## src/rtl/acmac_pkg.sv

```systemverilog
// ----------------------------------------------------------------------------
// acmac_pkg: shared types, constants and functions of the AES-CMAC engine
// Holds the S-box, the round helpers and the controller/datapath command and
// status structures.
// ----------------------------------------------------------------------------
package acmac_pkg;

  localparam logic [7:0] CmacRb  = 8'h87;
  localparam logic [7:0] CmacPad = 8'h80;

  localparam logic [2:0] CfgKey0 = 3'd0;
  localparam logic [2:0] CfgKey1 = 3'd1;
  localparam logic [2:0] CfgKey2 = 3'd2;
  localparam logic [2:0] CfgKey3 = 3'd3;
  localparam logic [2:0] CfgMode = 3'd4;

  typedef enum logic [2:0] {
    StIdle,
    StDerive,
    StDeriveRun,
    StBlockRun,
    StOutput
  } acmac_state_e;

  // Command word from controller to datapath.
  typedef struct packed {
    logic start_derive;  // load zero block and initial round key
    logic start_block;   // load chain xor message and initial round key
    logic round;         // perform one round and advance key schedule
    logic finish_derive; // store subkeys from final state
    logic finish_block;  // store chain value, or tag and clear chain
    logic take_input;    // latch the input item
  } acmac_cmd_t;

  typedef struct packed {
    logic last_round;    // the round about to run is the final one
    logic short_block;   // latched item is short and not last
    logic msg_end;       // latched item is last
  } acmac_status_t;

  localparam logic [7:0] SBOX [256] = '{
    8'h63,8'h7c,8'h77,8'h7b,8'hf2,8'h6b,8'h6f,8'hc5,8'h30,8'h01,8'h67,8'h2b,8'hfe,8'hd7,8'hab,8'h76,
    8'hca,8'h82,8'hc9,8'h7d,8'hfa,8'h59,8'h47,8'hf0,8'had,8'hd4,8'ha2,8'haf,8'h9c,8'ha4,8'h72,8'hc0,
    8'hb7,8'hfd,8'h93,8'h26,8'h36,8'h3f,8'hf7,8'hcc,8'h34,8'ha5,8'he5,8'hf1,8'h71,8'hd8,8'h31,8'h15,
    8'h04,8'hc7,8'h23,8'hc3,8'h18,8'h96,8'h05,8'h9a,8'h07,8'h12,8'h80,8'he2,8'heb,8'h27,8'hb2,8'h75,
    8'h09,8'h83,8'h2c,8'h1a,8'h1b,8'h6e,8'h5a,8'ha0,8'h52,8'h3b,8'hd6,8'hb3,8'h29,8'he3,8'h2f,8'h84,
    8'h53,8'hd1,8'h00,8'hed,8'h20,8'hfc,8'hb1,8'h5b,8'h6a,8'hcb,8'hbe,8'h39,8'h4a,8'h4c,8'h58,8'hcf,
    8'hd0,8'hef,8'haa,8'hfb,8'h43,8'h4d,8'h33,8'h85,8'h45,8'hf9,8'h02,8'h7f,8'h50,8'h3c,8'h9f,8'ha8,
    8'h51,8'ha3,8'h40,8'h8f,8'h92,8'h9d,8'h38,8'hf5,8'hbc,8'hb6,8'hda,8'h21,8'h10,8'hff,8'hf3,8'hd2,
    8'hcd,8'h0c,8'h13,8'hec,8'h5f,8'h97,8'h44,8'h17,8'hc4,8'ha7,8'h7e,8'h3d,8'h64,8'h5d,8'h19,8'h73,
    8'h60,8'h81,8'h4f,8'hdc,8'h22,8'h2a,8'h90,8'h88,8'h46,8'hee,8'hb8,8'h14,8'hde,8'h5e,8'h0b,8'hdb,
    8'he0,8'h32,8'h3a,8'h0a,8'h49,8'h06,8'h24,8'h5c,8'hc2,8'hd3,8'hac,8'h62,8'h91,8'h95,8'he4,8'h79,
    8'he7,8'hc8,8'h37,8'h6d,8'h8d,8'hd5,8'h4e,8'ha9,8'h6c,8'h56,8'hf4,8'hea,8'h65,8'h7a,8'hae,8'h08,
    8'hba,8'h78,8'h25,8'h2e,8'h1c,8'ha6,8'hb4,8'hc6,8'he8,8'hdd,8'h74,8'h1f,8'h4b,8'hbd,8'h8b,8'h8a,
    8'h70,8'h3e,8'hb5,8'h66,8'h48,8'h03,8'hf6,8'h0e,8'h61,8'h35,8'h57,8'hb9,8'h86,8'hc1,8'h1d,8'h9e,
    8'he1,8'hf8,8'h98,8'h11,8'h69,8'hd9,8'h8e,8'h94,8'h9b,8'h1e,8'h87,8'he9,8'hce,8'h55,8'h28,8'hdf,
    8'h8c,8'ha1,8'h89,8'h0d,8'hbf,8'he6,8'h42,8'h68,8'h41,8'h99,8'h2d,8'h0f,8'hb0,8'h54,8'hbb,8'h16
  };

  function automatic logic [7:0] xtime(input logic [7:0] a);
    return {a[6:0], 1'b0} ^ (a[7] ? 8'h1b : 8'h00);
  endfunction

  // Byte i of a 128-bit word, byte 0 in the top bits.
  function automatic logic [7:0] get_byte(input logic [127:0] w, input int i);
    return w[127-8*i -: 8];
  endfunction

  function automatic logic [31:0] sub_word(input logic [31:0] w);
    return {SBOX[w[31:24]], SBOX[w[23:16]], SBOX[w[15:8]], SBOX[w[7:0]]};
  endfunction

  // SubBytes, ShiftRows and, unless final, MixColumns.
  function automatic logic [127:0] aes_round(input logic [127:0] s, input logic final_rnd);
    logic [7:0] t [16];
    logic [7:0] u [16];
    logic [7:0] a0, a1, a2, a3, x;
    logic [127:0] r;
    for (int i = 0; i < 16; i++) t[i] = SBOX[get_byte(s, i)];
    for (int c = 0; c < 4; c++)
      for (int j = 0; j < 4; j++) u[j + 4*c] = t[j + 4*((c + j) % 4)];
    for (int c = 0; c < 4; c++) begin
      a0 = u[4*c]; a1 = u[4*c+1]; a2 = u[4*c+2]; a3 = u[4*c+3];
      x = a0 ^ a1 ^ a2 ^ a3;
      if (!final_rnd) begin
        u[4*c]   = a0 ^ x ^ xtime(a0 ^ a1);
        u[4*c+1] = a1 ^ x ^ xtime(a1 ^ a2);
        u[4*c+2] = a2 ^ x ^ xtime(a2 ^ a3);
        u[4*c+3] = a3 ^ x ^ xtime(a3 ^ a0);
      end
    end
    for (int i = 0; i < 16; i++) r[127-8*i -: 8] = u[i];
    return r;
  endfunction

  function automatic logic [127:0] dbl(input logic [127:0] v);
    return {v[126:0], 1'b0} ^ {120'd0, (v[127] ? CmacRb : 8'h00)};
  endfunction

endpackage

```

## src/rtl/acmac_ctrl.sv

```systemverilog
// ----------------------------------------------------------------------------
// acmac_ctrl: sequencing state machine of the AES-CMAC engine
// Derives subkeys when needed, runs the rounds of each block and hands the
// result to the output register.
// ----------------------------------------------------------------------------
module acmac_ctrl (
  input  logic                    clk_i,
  input  logic                    rst_ni,
  input  logic                    in_valid_i,
  output logic                    in_ready_o,
  input  logic                    out_free_i,
  output logic                    out_load_o,
  input  logic                    keys_ready_i,
  input  acmac_pkg::acmac_status_t status_i,
  output acmac_pkg::acmac_cmd_t    cmd_o
);
  import acmac_pkg::*;

  acmac_state_e state_q, state_d;

  always_ff @(posedge clk_i or negedge rst_ni) begin
    if (!rst_ni) state_q <= StIdle;
    else state_q <= state_d;
  end

  always_comb begin
    state_d = state_q;
    unique case (state_q)
      StIdle:      if (in_valid_i) state_d = StDerive;
      StDerive: begin
        if (!keys_ready_i) state_d = StDeriveRun;
        else if (status_i.short_block) state_d = StOutput;
        else state_d = StBlockRun;
      end
      StDeriveRun: if (status_i.last_round) state_d = StDerive;
      StBlockRun: begin
        if (status_i.last_round) state_d = status_i.msg_end ? StOutput : StIdle;
      end
      StOutput:    if (out_free_i) state_d = StIdle;
      default:     state_d = StIdle;
    endcase
  end

  always_comb begin
    cmd_o = '0;
    in_ready_o = 1'b0;
    out_load_o = 1'b0;
    unique case (state_q)
      StIdle: begin
        in_ready_o = 1'b1;
        cmd_o.take_input = in_valid_i;
      end
      StDerive: begin
        cmd_o.start_derive = !keys_ready_i;
        cmd_o.start_block = keys_ready_i && !status_i.short_block;
      end
      StDeriveRun: begin
        cmd_o.round = 1'b1;
        cmd_o.finish_derive = status_i.last_round;
      end
      StBlockRun: begin
        cmd_o.round = 1'b1;
        cmd_o.finish_block = status_i.last_round;
      end
      StOutput: out_load_o = out_free_i;
      default: ;
    endcase
  end
endmodule

```

## config.mk

```make
export PLATFORM = sky130hd
export DESIGN_NAME = acmac_ctrl
export DESIGN_NICKNAME = d
export VERILOG_FILES = /design/src/rtl/acmac_pkg.sv /design/src/rtl/acmac_ctrl.sv
export SDC_FILE = /design/constraint.sdc
export NUM_CORES = 1
export LEC_CHECK = 0
export BUFFER_PORTS_ARGS = -buffer_cell sky130_fd_sc_hd__buf_2
export CORE_AREA = 5 5 42 44
export CTS_CLUSTER_SIZE = 28
export DETAILED_ROUTE_END_ITERATION = 7
export DIE_AREA = 0 0 47 49
export HOLD_SLACK_MARGIN = 0.08
export PLACE_DENSITY_LB_ADDON = 0.25
export SLEW_MARGIN = 20
export SYNTH_ARGS = -nofsm -noshare
export SYNTH_HDL_FRONTEND = slang
export SYNTH_SLANG_ARGS = --single-unit
```

## constraint.sdc

```tcl
create_clock -name clk_i -period 1.7 [get_ports clk_i]
set_clock_uncertainty 0.1 [all_clocks]
set_input_delay 0.17 -clock clk_i [delete_from_list [all_inputs] [get_ports clk_i]]
set_output_delay 0.17 -clock clk_i [all_outputs]
set_load 0.02 [all_outputs]
```

* Word level (Yosys, flattened, before mapping) *
Cells that the tools add are included.

word-level totals
  bits in registers = 3
  bits of input ports = 8
  output and inout port bits = 8
  word-level logic and storage cells = 30

cells by class
  eq/ne operators = 8
  muxes and demuxes = 15
  reduce and logical (&&, ||, !) cells = 6

operators by type and width
  kind                  number
  $mux W3               7
  $pmux W3 S5           1
  $ne A2 B2 Y1 const B  4
  $eq A3 B2 Y1 const B  2
  $mux W1               6
  $reduce_and A4 Y1     1
  $eq A3 B1 Y1 const B  1
  $eq A3 B3 Y1 const B  1
  $logic_not A3 Y1      1
  $logic_not A1 Y1      2
  $mux W2               1
  $reduce_or A2 Y1      1
  $logic_and A1 B1 Y1   1

* Logic depth before layout (Yosys ltp) *
Gate-level depths: netlist (run 1).

  depth after elaboration = 3
  mapped depth = 4
  gate-level depth less buffers = 3

* Worst setup path after synthesis (run 1) *
No wires, ideal clock.

  path type = flip-flop to output port
  from = register state_q[1]
  to = output port cmd_o[5] (netlist name)
  arrival = 1.221 ns
  required time = 1.430 ns
  setup slack = 0.209 ns
  cell stages (with the launch flop) = 3
  path buffers = 1
  path through = dfrtp_1 buf_6 nor4_1

RTL lines
  element                   RTL line          RTL
  start: declaration        acmac_ctrl.sv:19  acmac_state_e state_q, state_d;
  start signal: assignment  acmac_ctrl.sv:22  if (!rst_ni) state_q <= StIdle;
  start signal: assignment  acmac_ctrl.sv:23  else state_q <= state_d;
  end: declaration          acmac_ctrl.sv:15  output acmac_pkg::acmac_cmd_t cmd_o

==> impl_metrics.json, run 1 <==
{
  "grt_setup_unrepaired": "no",
  "final_design_area_no_fill_sq_um": 363,
  "syn-mean-instance-area_sq_um": 8.97,
  "clk_path_buf_depth": 2,
  "slew_headroom_pct": 76.6,
  "detailedPlace.worstSlack_ps": 337,
  "power.static_leakage_nw": 0.170,
  "timing.critical_path.arrival_ps": 1270,
  "placed_instance_area_sq_um": 325,
  "gate_count_post_synth": 29,
  "final_cell_count_no_fill": 62,
  "cts-buffers-inserted": 3,
  "synth.cell_area_sq_um": 260,
  "worst_skew_pair.late_latency_ps": 230,
  "outcome": "finished clean",
  "yosysWarningCount": 0,
  "ctsHtreeMaxLevel": 1,
  "setup_violations": 0,
  "ys_top_cells_by_area": "dfrtp_1, buf_6, a221oi_2",
  "1st_pass_router_iterations": 2,
  "synthArstFlopShare_pct": 100,
  "finalHoldViolCount": 0,
  "worstMarginPinSlew_ps": 351,
  "synth_top_area_share_pct": 28.8,
  "drv.max_cap_violation_count": 0,
  "main_combinational_cell_family_by_area_after_synthesis": "simple AND/OR/NAND/NOR gates",
  "layout_top_registers": "state_q: 3 flops",
  "max_vdd_drop_mv": 0.421,
  "critical_path.endpoint_type": "output pin",
  "post_drt_wl_per_cell_um": 10.5,
  "placeableCoreArea_sq_um": 1400,
  "timing.critical_path.fanout_max": 8,
  "clk_transition_reported_paths_ps": 40,
  "synth_fp_nets": 37,
  "via_per_inst": 4.32,
  "post_synth_xor_area_fraction_pct": 3.37,
  "layout.filler_cells": 170,
  "max_freq_mhz": 651,
  "synth_adder_area_share_pct": 0,
  "synth-edff-count": 0,
  "synth_commonest_cells": "dfrtp_1, buf_6, nand2_1, nor2_1, nor3_1",
  "synth_area_leader_cell": "dfrtp_1",
  "fin_crit_sh_pct": 90.4,
  "cts.root.buffer_cell": "clkbuf_4",
  "synth.most_common_cell": "dfrtp_1",
  "holdCritPathClass": "primary input to flip-flop",
  "setup_slack_ps": 164,
  "postLayoutCoreUtil_pct": 25.9,
  "largest_reg_flops": 3,
  "layout.nets": 55,
  "gr-usage-all-layers_pct": 7.13,
  "registers.top_by_ff_count": "state_q",
  "die_height_um": 49,
  "yosys_reg_bits": 3,
  "final_antenna_net_count": 0,
  "numPortBuffers": 15,
  "fin_total_pwr_uw": 636,
  "power.density_nw_per_um2": 1750,
  "critical_path_required_ps": 1430,
  "finalWorstPathRequiredPeriod_ps": 1540,
  "startpoint_type": "flip-flop",
  "timing.setup.critical_path_class": "flip-flop to output pin",
  "detail_route.iter0.violations": 5,
  "dp.cells": 57,
  "wl_um": 650,
  "grt_max_degree": 12,
  "first_global_vias": 290,
  "synth-compound-area-share_pct": 18.8,
  "dp_hpwl_um": 498,
  "synth.yosys.seq_area_share_pct": 28.8,
  "antenna_cells": 0,
  "gr-total-overflow": 0,
  "drive_above_1_share_pct": 52.2,
  "synthSimpleGateAreaFrac_pct": 35.1,
  "distinct_cell_type_count_after_synthesis": 23,
  "die_ar_sq_um": 2300,
  "post_synth_mux_area_share_pct": 0,
  "route.vias.total": 268,
  "io_pins": 16,
  "start_util_pct": 18.6,
  "clock_tree_from_tritoncts": "built",
  "fin_worst_hold_slack_ps": 117,
  "cts_setup_buffers": 0,
  "initial_antenna_violation_count": 0,
  "tns_ps": 0,
  "routabilityCongestion": 0.693,
  "global_route_wire_length_before_repair_mm": 1.14,
  "drv_slew": 0,
  "areaGrowthSynthToFinish_pct": 39.4,
  "floorplan.rows": 14,
  "dominantRegCellSynth": "dfrtp_1",
  "x_dimension_of_the_die_um": 47,
  "clock-sinks": 3,
  "detail_route.drc_violations": 0
}
## worst paths after layout
kind	cells past startpoint	slack [ps]	from	to
max in group asynchronous	2	1220	rst_ni	state_q[1]$_DFFE_PN0P_
worst min register to register	1	510	state_q[1]$_DFFE_PN0P_	state_q[0]$_DFFE_PN0P_
worst min-delay path	3	120	status_i[0]	state_q[2]$_DFFE_PN0P_
min in group asynchronous	2	160	rst_ni	state_q[0]$_DFFE_PN0P_
worst max register to register	3	520	state_q[0]$_DFFE_PN0P_	state_q[2]$_DFFE_PN0P_
worst max-delay path	3	160	state_q[0]$_DFFE_PN0P_	cmd_o[5]
## final cells by class
class                   count  area (sq um)  share of cell area (%)
multi-input cells          22           149                    41.0
inverters                   1          6.26                    1.72
flip-flops and latches      3          76.3                    21.0
repair buffers             16          85.1                    23.4
clock buffers               4          26.3                    7.24
well taps                  16          20.0                    5.52
## critical path, stage by stage (launching register included)
cell     delay, ps
dfrtp_1        530
inv_4           60
nor4_1         230
buf_2          200
## kinds of logic after synthesis
family,count (synthesis)
simple gates,15
compound gates,6
buf+inv,4
flops,3
xor+xnor,1
## metal layers
layer	track usage, %	share of wire (%)	routed length (um)
met2	10.9	49	317
met5	0	0	0
met4	6.91	2.9	19
met3	2.58	4.2	27
met1	6.87	44	286
## power breakdown
group | switching (mW) | internal, mW | total (mW)
Clock | 0.0359 | 0.0879 | 0.124
Combinational | 0.172 | 0.144 | 0.316
Sequential | 0.0931 | 0.104 | 0.197
## cells in the final DEF (no fill, tap or decap), drive strengths merged
| cell type | n |
|---|---|
| inv | 1 |
| a221oi | 1 |
| or2b | 1 |
| a21oi | 2 |
| buf | 15 |
| and2 | 1 |
| nand4 | 1 |
| nor4 | 1 |
| a31oi | 1 |
| nand3b | 1 |
| nor3 | 3 |
| clkbuf | 4 |
| nor2b | 2 |
| nor2 | 2 |
| dfrtp | 3 |
| a211o | 1 |
| nand2 | 2 |
| nor3b | 1 |
| xnor2 | 1 |
| dlygate4sd3 | 1 |
| o21ai | 1 |
## timing repair
action                                 in CTS  in global routing
endpoints found under the hold margin       3                  0
resized for setup                           0                  1
hold buffers                                1                  0
setup endpoints to repair                   0                  1
Note: power is estimated with default switching activity, not from simulation.
==> run 2, diff against run 1 <==
Settings changed: PLACE_DENSITY_LB_ADDON 0.25 to 0.05.
==> run 2 against run 1 <==
  * Cell count stayed put
  * Clock-buffer cell count is the same
  * Sequential share of layout area unchanged
  * Largest cell class unchanged
  * Register-to-register slack hardly changed
  * Critical path depth did not move
  * Die area is the same
  * Wire length up 13%
  * Power is 1.7% higher
  * Design area unchanged
  * Worst hold slack worse by 10 ps
==> impl_metrics.json, run 2 (synthesized netlist as in run 1, its figures left out) <==
{
  "outcome": "finished clean",
  "max_vdd_drop_mv": 0.430,
  "holdCritPathClass": "primary input to flip-flop",
  "critical_path.n_buffers_inverters": 2,
  "dp.cells": 57,
  "numPortBuffers": 15,
  "power.density_nw_per_um2": 1780,
  "critical_path.cell_chain": "inv_4 > nor4_1 > buf_2",
  "gr-usage-all-layers_pct": 7.40,
  "critical_path.endpoint_type": "output pin",
  "layout.nets": 55,
  "first_global_vias": 265,
  "fin_worst_hold_slack_ps": 107,
  "finalWorstPathRequiredPeriod_ps": 1570,
  "route.vias.total": 277,
  "die_height_um": 49,
  "critical_path.startpoint": "state_q[0]$_DFFE_PN0P_",
  "detail_route.drc_violations": 0,
  "layout.filler_cells": 168,
  "timing.critical_path.arrival_ps": 1300,
  "start_util_pct": 18.6,
  "layout_common_cells": "buf_2, clkbuf_4",
  "highest_layer": "met4",
  "final_cell_count_no_fill": 62,
  "drv_slew": 0,
  "worst_path_max_delay_cell": "dfrtp_1",
  "final_design_area_no_fill_sq_um": 363,
  "crit_cells": 3,
  "global_route_wire_length_before_repair_mm": 1.18,
  "1st_pass_router_iterations": 3,
  "postLayoutCoreUtil_pct": 25.9,
  "worst_skew_pair.late_latency_ps": 240,
  "met3RoutedLength_um": 82,
  "ff2ff_setup_slack_ps": 520,
  "layout_top_registers": "state_q: 3 flops",
  "start_of_the_worst_register_to_register_path": "state_q[2]$_DFFE_PN0P_",
  "tns_ps": 0,
  "largest_reg_flops": 3,
  "grt_max_degree": 12,
  "timing.setup.critical_path_class": "flip-flop to output pin",
  "startpoint_type": "flip-flop",
  "worstMarginPinSlew_ps": 353,
  "worst_r2r_path_depth": 3,
  "seqCellArea_sq_um": 76.3,
  "power.static_leakage_nw": 0.170,
  "setup_violations": 0,
  "io_pins": 16,
  "finalHoldViolCount": 0,
  "via_per_inst": 4.47,
  "drv.max_cap_violation_count": 0,
  "fin_crit_sh_pct": 92.2,
  "post_drt_wl_per_cell_um": 11.8,
  "placed_instance_area_sq_um": 325,
  "drive_above_1_share_pct": 52.2,
  "routed_metal_1_wirelength_um": 331,
  "areaGrowthSynthToFinish_pct": 39.4,
  "registers.top_by_ff_count": "state_q",
  "slew_headroom_pct": 76.5,
  "cts-buffers-inserted": 3,
  "critPathMaxStageDelay_ps": 530,
  "total_area_of_multi_input_combinational_cells_sq_um": 149,
  "floorplan.rows": 14,
  "most_common_library_cell_in_the_layout_ignoring_fill_and_taps": "buf_2",
  "endpoint": "cmd_o[5]",
  "grt_setup_unrepaired": "no",
  "wl_um": 734,
  "antenna_cells": 0,
  "gr-total-overflow": 0,
  "detailedPlace.worstSlack_ps": 358,
  "x_dimension_of_the_die_um": 47,
  "cts_setup_buffers": 0,
  "cts.root.buffer_cell": "clkbuf_4",
  "hp-start": "status_i[0]",
  "timing.critical_path.fanout_max": 8,
  "setup_slack_ps": 132,
  "worstReg2RegEnd": "state_q[2]$_DFFE_PN0P_",
  "critPathTopFamily": "flip-flops",
  "placeableCoreArea_sq_um": 1400,
  "critical_path_required_ps": 1430,
  "detail_route.iter0.violations": 4,
  "dp_hpwl_um": 563,
  "clk_transition_reported_paths_ps": 40,
  "met2_wirelength_um": 295,
  "clock-sinks": 3,
  "clk_path_buf_depth": 2,
  "routabilityCongestion": 0.730,
  "ctsHtreeMaxLevel": 1,
  "clock_tree_from_tritoncts": "built",
  "final_antenna_net_count": 0,
  "max_freq_mhz": 638,
  "die_ar_sq_um": 2300,
  "initial_antenna_violation_count": 0,
  "fin_total_pwr_uw": 647
}
## run 2: what timing repair did
action                     4_1_cts  5_1_grt
setup endpoints to repair        0        2
resized for setup                0        1
hold buffers                     1        0
hold endpoints to repair         3        0
## run 2: how the worst min path moves through the flow
stage / endpoint / slack, ps / depth (start not counted)
floorplan: state_q[0]$_DFFE_PN0P_ / -230 / 0
global placement: state_q[1]$_DFFE_PN0P_ / -130 / 1
detailed placement: state_q[1]$_DFFE_PN0P_ / -130 / 1
CTS: state_q[2]$_DFFE_PN0P_ / 100 / 3
global route: state_q[2]$_DFFE_PN0P_ / 110 / 3
finish: state_q[2]$_DFFE_PN0P_ / 110 / 3
## run 2: routing by layer
metal	global-route usage, %	up-vias
li1	-	136
met1	9.49	121
met2	8.14	16
met3	4.06	4
met4	6.91	0
met5	0	-
## run 2: cell type report
type | instances | share of cell area [%]
sequential | 3 | 21.0
timing repair buffer | 16 | 23.4
inverter | 1 | 1.72
clock buffer | 4 | 7.24
tap | 16 | 5.52
multi-input combinational | 22 | 41.0
## run 2: power by group
part | leakage (nW) | switching [mW] | internal [mW]
sequential | 0.0370 | 0.0919 | 0.104
clock | 0.0150 | 0.0459 | 0.0886
combinational | 0.118 | 0.173 | 0.144
## run 2: worst register-to-register path, cell delays in order (launching register included)
cell	delay, ps
dfrtp_1	540
nor3b_1	250
a31oi_1	70
o21ai_1	130
